--- config.mk ---
export PLATFORM = sky130hd
export DESIGN_NAME = zcwe_window
export DESIGN_NICKNAME = d
export VERILOG_FILES = /design/src/rtl/zcwe_pkg.sv /design/src/rtl/zcwe_window.sv
export SDC_FILE = /design/constraint.sdc
export NUM_CORES = 2
export LEC_CHECK = 0
export ABC_AREA = 1
export ABC_CLOCK_PERIOD_IN_PS = 24900
export BUFFER_PORTS_ARGS = -buffer_cell sky130_fd_sc_hd__buf_2
export CAP_MARGIN = 0
export CORE_ASPECT_RATIO = 0.75
export CORE_MARGIN = 2
export CORE_UTILIZATION = 30
export DETAILED_ROUTE_END_ITERATION = 10
export HOLD_SLACK_MARGIN = 0.1
export PLACE_DENSITY = 0.47
export SKIP_LAST_GASP = 1
export SYNTH_ARGS = -nofsm -noshare
export SYNTH_HDL_FRONTEND = slang
export SYNTH_SLANG_ARGS = --single-unit
export TNS_END_PERCENT = 10
--- constraint.sdc ---
create_clock -name clk -period 24.9 [get_ports clk]
set_input_delay 3.735 -clock clk [delete_from_list [all_inputs] [get_ports clk]]
set_output_delay 3.735 -clock clk [all_outputs]
set_load 0.005 [all_outputs]
--- src/rtl/zcwe_pkg.sv ---
// Shared types and constants of the zero-crossing window edge core.
// No dependencies; imported by the window datapath and the top level.
package zcwe_pkg;

  localparam int MAX_WIDTH  = 1024;
  localparam int MAX_WINDOW = 7;
  localparam int MAX_ROWS   = 4096;
  localparam int BIAS       = 128;
  localparam int NCH        = 3;
  localparam int CHAN_W     = 8;
  localparam int PIX_W      = NCH * CHAN_W;

  localparam int COL_W      = $clog2(MAX_WIDTH);
  localparam int ROW_W      = $clog2(MAX_ROWS) + 1;
  localparam int LIN_W      = COL_W + ROW_W;
  localparam int SLOT_W     = $clog2(MAX_WINDOW);
  localparam int HALF_W     = $clog2(MAX_WINDOW / 2 + 1);
  localparam int CTR        = MAX_WINDOW / 2;

  localparam int CFG_IDX_W  = 3;
  localparam int CFG_DATA_W = ROW_W;
  localparam int WIN_REG_W  = 3;
  localparam int THR_W      = 8;

  typedef enum logic [CFG_IDX_W-1:0] {
    CFG_WIDTH  = 3'd0,
    CFG_HEIGHT = 3'd1,
    CFG_WINDOW = 3'd2,
    CFG_THRESH = 3'd3,
    CFG_COLOR  = 3'd4
  } cfg_idx_t;

  typedef enum logic {
    OP_PIXEL = 1'b0,
    OP_FLUSH = 1'b1
  } op_t;

  typedef logic [CHAN_W-1:0] chan_t;
  typedef chan_t [NCH-1:0]   pix_t;

  // column read request, travels with the RAM read into the window stage
  typedef struct packed {
    logic                             rd;
    logic                             out;
    logic                             eof;
    logic [COL_W-1:0]                 ocol;
    logic [MAX_WINDOW-1:0]            rowok;
    logic [MAX_WINDOW-1:0]            fwd;
    logic [MAX_WINDOW-1:0][SLOT_W-1:0] slot;
    pix_t                             fwd_pix;
  } col_req_t;

  // output request at the window compare stage
  typedef struct packed {
    logic             out;
    logic             eof;
    logic [COL_W-1:0] ocol;
  } win_req_t;

  typedef struct packed {
    logic [THR_W-1:0]  thresh;
    logic              color;
    logic [HALF_W-1:0] half;
    logic [COL_W:0]    width;
  } dp_cfg_t;

endpackage

--- src/rtl/zcwe_window.sv ---
// Window datapath: per-column min/max of the rows read back, the column
// shift window, and the final extreme compare. Depends on zcwe_pkg.
module zcwe_window (
  input  logic              clk,
  input  logic              adv,
  input  zcwe_pkg::col_req_t req,
  input  zcwe_pkg::pix_t    ram_q [zcwe_pkg::MAX_WINDOW],
  input  zcwe_pkg::dp_cfg_t cfg,
  input  logic [zcwe_pkg::COL_W-1:0] ocol,
  output zcwe_pkg::pix_t    result
);
  import zcwe_pkg::*;

  chan_t cmin_w [MAX_WINDOW][NCH];
  chan_t cmax_w [MAX_WINDOW][NCH];
  pix_t  ctr_w  [MAX_WINDOW];

  pix_t  row_v  [MAX_WINDOW];
  chan_t cmin_n [NCH];
  chan_t cmax_n [NCH];

  // column reduce over the rows of the window
  always_comb begin
    for (int o = 0; o < MAX_WINDOW; o++) begin
      if (!req.rowok[o]) begin
        row_v[o] = '0;
      end else if (req.fwd[o]) begin
        row_v[o] = req.fwd_pix;
      end else begin
        row_v[o] = ram_q[req.slot[o]];
      end
    end
    for (int ch = 0; ch < NCH; ch++) begin
      cmin_n[ch] = '1;
      cmax_n[ch] = '0;
      for (int o = 0; o < MAX_WINDOW; o++) begin
        if (o >= CTR - int'(cfg.half) && o <= CTR + int'(cfg.half)) begin
          if (row_v[o][ch] < cmin_n[ch]) cmin_n[ch] = row_v[o][ch];
          if (row_v[o][ch] > cmax_n[ch]) cmax_n[ch] = row_v[o][ch];
        end
      end
    end
  end

  always_ff @(posedge clk) begin
    if (adv && req.rd) begin
      for (int j = 0; j < MAX_WINDOW - 1; j++) begin
        cmin_w[j] <= cmin_w[j+1];
        cmax_w[j] <= cmax_w[j+1];
        ctr_w[j]  <= ctr_w[j+1];
      end
      cmin_w[MAX_WINDOW-1] <= cmin_n;
      cmax_w[MAX_WINDOW-1] <= cmax_n;
      ctr_w[MAX_WINDOW-1]  <= row_v[CTR];
    end
  end

  logic signed [COL_W+2:0]  c_pos [MAX_WINDOW];
  logic [MAX_WINDOW-1:0]    col_in;
  logic [MAX_WINDOW-1:0]    col_ok;
  chan_t                    lo;
  chan_t                    hi;
  logic [SLOT_W-1:0]        cidx;
  pix_t                     ctr;
  logic                     lo_ok;
  logic                     hi_ok;

  // newest column sits at the top; columns outside the image count as zero
  always_comb begin
    cidx = SLOT_W'(MAX_WINDOW - 1) - SLOT_W'(cfg.half);
    ctr  = ctr_w[cidx];
    for (int j = 0; j < MAX_WINDOW; j++) begin
      c_pos[j]  = $signed({3'b000, ocol})
                + $signed((COL_W+3)'(j + int'(cfg.half) - (MAX_WINDOW - 1)));
      col_in[j] = (j >= MAX_WINDOW - 1 - 2 * int'(cfg.half));
      col_ok[j] = (c_pos[j] >= 0) && (c_pos[j] < $signed({2'b00, cfg.width}));
    end
    result = '0;
    for (int ch = 0; ch < NCH; ch++) begin
      lo = '1;
      hi = '0;
      for (int j = 0; j < MAX_WINDOW; j++) begin
        if (col_in[j]) begin
          if (col_ok[j]) begin
            if (cmin_w[j][ch] < lo) lo = cmin_w[j][ch];
            if (cmax_w[j][ch] > hi) hi = cmax_w[j][ch];
          end else begin
            lo = '0;
          end
        end
      end
      lo_ok = ({2'b00, lo} + {2'b00, cfg.thresh}) < 10'(BIAS);
      hi_ok = {2'b00, hi} > (10'(BIAS) + {2'b00, cfg.thresh});
      if (lo_ok && hi_ok && (ch == 0 || cfg.color)) begin
        result[ch] = ctr[ch];
      end
    end
  end

endmodule

=== After elaboration in Yosys (flattened, before gate mapping) ===
Memory sizes are Yosys's and may differ from the RTL's.
Cells that the tools add are included.

* Flip-flop bits (word level): 0
* Latch bits: 0
* Memory bits (writable): 504
* Bits in read-only memories: 0
* Input bits: 274
* Output and inout port bits: 24
* Logic and storage cells: 439
* Memories kept: 3

* $add $sub $neg: 27
* $mul: 0
* Divide/modulo/power cells: 0
* $lt $le $gt $ge: 132
* Equality and inequality tests: 0
* Shift-type cells: 0
* Muxes and demuxes: 250
* Bitwise logic cells: 7
* Reductions and logical operators: 20

{| class="wikitable"
|+ Memory list
! name !! depth !! width !! read ports !! clocked after Yosys merged registers in !! write ports !! line !! RTL
|-
| cmax_w || 7 || 24 || 7 || 0 || 7 || zcwe_window.sv:15 || <nowiki>chan_t cmax_w [MAX_WINDOW][NCH];</nowiki>
|-
| cmin_w || 7 || 24 || 7 || 0 || 7 || zcwe_window.sv:14 || <nowiki>chan_t cmin_w [MAX_WINDOW][NCH];</nowiki>
|-
| ctr_w || 7 || 24 || 7 || 0 || 7 || zcwe_window.sv:16 || <nowiki>pix_t ctr_w [MAX_WINDOW];</nowiki>
|}

{| class="wikitable"
|+ Operator list
! kind !! number
|-
| $mux 8 || 213
|-
| $mux 24 || 28
|-
| $bmux 24 s3 || 7
|-
| $gt 8x8->1 || 36
|-
| $lt 8x8->1 || 36
|-
| $le 4x32->1 const A || 3
|-
| $ge 12x1->1 const B || 7
|-
| $lt 12x12->1 || 7
|-
| $le 3x32->1 const A || 2
|-
| $add 11x4->12 || 4
|-
| $gt 8x1->1 const B || 6
|-
| $lt 8x8->1 const B || 6
|-
| $add 11x5->12 || 3
|-
| $le 1x32->1 const A || 1
|-
| $le 2x32->1 const A || 1
|-
| $ge 4x4->1 const B || 7
|-
| $not 3->4 || 7
|-
| $add 8x8->9 || 3
|-
| $lt 9x8->1 const B || 3
|-
| $gt 8x10->1 || 2
|-
| $logic_and 1x1->1 || 20
|-
| $sub 4x3->5 const B || 3
|-
| $add 3x2->4 const A || 3
|-
| $ge 4x3->1 const A || 3
|-
| other kinds (17) || 25
|}

=== Longest topological paths before layout ===
* Depth after elaboration: 35
* Depth in mapped cells: 98
* Mapped depth without buffers: 93

=== Worst setup path before layout ===
Ideal clock, no wire load.

* Path kind: input -> output
* Start: input port cfg[12] in the netlist's numbering
* End: output port result[0] in the netlist's numbering
* Arrival: 16.400 ns
* Required time: 21.165 ns
* Setup slack: 4.765 ns
* Cell stages on the path: 80
* Buffers on the path: 8
* Cells stage by stage: clkbuf_1 -> inv_1 -> ha_1 -> inv_1 -> nand2_1 -> nand2_2 -> nor3_1 -> nand2_1 -> nand2_1 -> nand2_1 -> ha_1 -> nand2_1 -> nand2_1 -> a21oi_1 -> nand2_2 -> nor2_4 -> nand2_2 -> nor2_1 -> [44 not listed] -> nand2_1 -> o21a_1 -> o221ai_1 -> o21ai_0 -> nor2_1 -> inv_1 -> clkbuf_1 -> nor2_1 -> a21oi_1 -> ha_1 -> nand2_1 -> o21ai_0 -> a221oi_1 -> o21ai_0 -> o2111ai_1 -> a21oi_2 -> nand3_4 -> nor2_2

{| class="wikitable"
|+ RTL lines
! element !! line !! RTL
|-
| start, declared || zcwe_window.sv:8 || <nowiki>input zcwe_pkg::dp_cfg_t cfg,</nowiki>
|-
| end, declared || zcwe_window.sv:10 || <nowiki>output zcwe_pkg::pix_t result</nowiki>
|}

==> impl_metrics.py <==
metrics = {
    "placed_design": {
        "hpwl_um": 167000,
        "io_buffers": 285,
        "place_inst": 9650,
        "place.gp.congestion": 1.02,
        "post-place-ws_ps": 2570,
        "dpl-instance-area_um2": 56300,
    },
    "synth": {
        "synth_seq_cells": 504,
        "ys.flop_type": "edfxtp_1",
        "ys_warn_count": 0,
        "ys_types": 65,
        "avgSynthCellArea_um2": 7.23,
        "synthesis.area_um2": 52800,
        "synthesis.nets": 8256,
        "synth-async-reset-ratio": 0,
        "synth_edf_count": 504,
        "synthCells": 7294,
        "synth_seq_area_share": 0.287,
    },
    "global_route": {
        "grt_start_max_net_pins": 94,
        "antenna_found_initial": 79,
        "grt_use_total": 0.242,
        "globalRouteOverflowTotal": 0,
        "grt_pass1_vias": 50100,
        "grt_first_pass_wirelength_um": 330000,
    },
    "sta": {
        "setup_viol": 0,
        "finalSetupTns_ps": 0,
        "whs_ps": 420,
        "rsz0062_at_grt": "false",
        "clock-skew-final_ps": 73.9,
        "fin_crit_ps": 22320,
        "tightest_slew_ps": 1600,
        "slew_viol_final": 6,
        "hold_viol_final": 0,
        "worst_slew_margin_rel": -0.0799,
        "max_freq_mhz": 44.8,
        "worst_slack_ps": 2580,
        "final.period_utilization": 0.896,
    },
    "clock_tree": {
        "clockBufferDepth": 3,
        "cts_tree": "done",
        "post_cts_resized": 0,
        "insertion_delay_ps": 680,
        "htree_num_levels": 2,
        "hold_buffers": 0,
        "post_cts_buffers": 0,
        "cts-root-buf": "clkbuf_16",
        "clkSinkCount": 504,
        "path_clk_slew_ps": 60,
        "cts-buffers-inserted": 59,
    },
    "routing": {
        "detail_route.drc_violations": 0,
        "drt_wl_total_um": 225000,
        "dr.pass1.iters": 7,
        "ant_nets": 0,
        "vias": 54500,
        "wl_per_cell_um": 22.9,
        "avgViaCountPerCell": 5.56,
        "drt_iter0_drc": 6317,
    },
    "layout": {
        "utilization": 0.334,
        "fin_area_um2": 58400,
        "fill_cells": 18800,
        "stdcell_count": 9799,
        "drive_gt1_frac": 0.0865,
        "area_delta_synth_final_pct": 10.7,
        "nNetsFinal": 8311,
    },
    "critical_path": {
        "crit_top_cell": "a21oi_1",
        "cp_slowest_cell": "a2111oi_0",
        "worstSetupPathType": "in2out",
        "crit_fanout": 21,
        "rr_endpoint": "cmax_w[5][23]",
        "r2r_cells": 0,
        "r2r-start": "cmax_w[6][23]",
        "slowest_delay_ps": 830,
        "cp-start-kind": "primary input",
        "r2r_slack_ps": 24020,
        "cp.required_ps": 21160,
        "cp-end-kind": "output pin",
        "critPathArrivalTime_ps": 18590,
    },
    "hold_path": {
        "holdPathEnd": "cmin_w[0][16]",
        "hold_class": "reg2reg",
        "holdPathStages": 0,
        "holdCritStartpoint": "cmin_w[1][16]",
    },
    "die": {
        "initial_core_util": 0.301,
        "io_pins": 298,
        "die_h_um": 367,
        "die_w_um": 488,
        "rows": 133,
        "die_area_um2": 179000,
        "core_area_um2": 175000,
    },
    "outcome": {
        "violations": "max-capacitance violations, max-slew violations",
        "status": "finished with violations",
    },
    "pwr": {
        "power.density_nw_per_um2": 70.2,
        "total_power_mw": 4.10,
        "p_leak_nw": 25.6,
        "ir_worst_vdd_mv": 0.0524,
    },
    "run": {
        "cap_viol_max_count": 3,
    },
}
[sequential cells by signal, indices dropped and copies added (netlist names)]
register	count
cmax_w	168
cmin_w	168
ctr_w	168
[power breakdown]
| part | total (mW) | internal, mW | switching [mW] |
|---|---|---|---|
| registers | 1.08 | 1.03 | 0.0543 |
| clock network | 0.891 | 0.511 | 0.380 |
| logic | 2.12 | 0.707 | 1.42 |
| total | 4.10 | 2.25 | 1.85 |
[synth_stat cells (27+ instances only)]
cell type,instances,area share
nand3_1,111,0.011
o211ai_1,202,0.029
nand2_2,60,0.0071
a21oi_1,621,0.059
a211oi_1,43,0.0061
nand4_1,50,0.0059
xor2_1,40,0.0066
buf_1,44,0.0031
or2_2,27,0.0032
ha_1,684,0.16
o22ai_1,153,0.018
clkbuf_1,309,0.022
nand2_1,1246,0.089
o21ai_1,46,0.0044
o21ai_0,1372,0.13
nor2_1,680,0.048
edfxtp_1,504,0.29
nor2_2,30,0.0036
o221ai_1,116,0.019
inv_1,733,0.052
[layout make-up]
cell class,count,area [um2],share of cell area
diodes,42,105,0.00180
clock buffers,69,1510,0.0259
clock inverters,38,458,0.00784
inverters,754,2840,0.0487
multi-input cells,5656,33300,0.570
flip-flops and latches,504,15100,0.259
well taps,2362,2960,0.0506
repair buffers,374,2090,0.0359
[worst max-delay path by stage]
stage | start | endpoint | slack [ps] | cells after the start
after CTS | cfg[12] | result[22] | 2490 | 68
final | cfg[12] | result[22] | 2580 | 68
after floorplan | cfg[12] | result[0] | 4760 | 80
after detailed placement | cfg[12] | result[22] | 2570 | 68
after global routing | cfg[12] | result[22] | 840 | 86
after global placement | cfg[12] | result[22] | 2690 | 68
[cells in the final DEF, fill, tap and decap left out, types with 11 or more instances in the layout]
cell and instances:
nor3_1 15, buf_4 89, edfxtp_1 504, a21oi_1 621, inv_2 18, mux2i_1 11
or2_2 27, a31oi_1 11, buf_2 285, o221ai_1 116, o22ai_1 153, nand2_1 1246
clkinv_1 20, nand4_1 50, o211ai_1 202, xor2_1 40, a211oi_1 43, o21ai_1 46
ha_1 681, o21bai_1 14, inv_1 722, clkbuf_16 59, nand3_1 111, nor2_2 30
nand2_2 60, o21ai_0 1372, o311ai_1 11, diode_2 42, nand3_2 11, clkinv_2 11
nor2_1 680
[routing by layer]
metal  up-vias  GRT usage  part of all wire
met2      2736      0.333              0.39
met4        34     0.0944             0.040
met5         -          0            0.0010
li1      25900          -                 -
met3       512     0.0623              0.11
met1     25300      0.353              0.46
[critical path: cells and delay by family]
kind	cells	cell delay [ps]
compound gates	28	6010
xor+xnor	1	150
fa+ha+maj	9	2870
buf+inv	8	2040
simple gates	22	3720
[cells by family (layout without fill, tap and decap cells)]
kind of cell / after synthesis / count (layout) / synth area share
flops: 504 / 504 / 0.287
fa+ha+maj: 688 / 688 / 0.164
xor+xnor: 49 / 49 / 0.00813
mux: 12 / 12 / 0.00230
simple gates: 2265 / 2265 / 0.177
other cells: 0 / 42 / 0
compound gates: 2642 / 2642 / 0.280
buf+inv: 1134 / 1235 / 0.0824
Power figures use the tool's default switching activity.
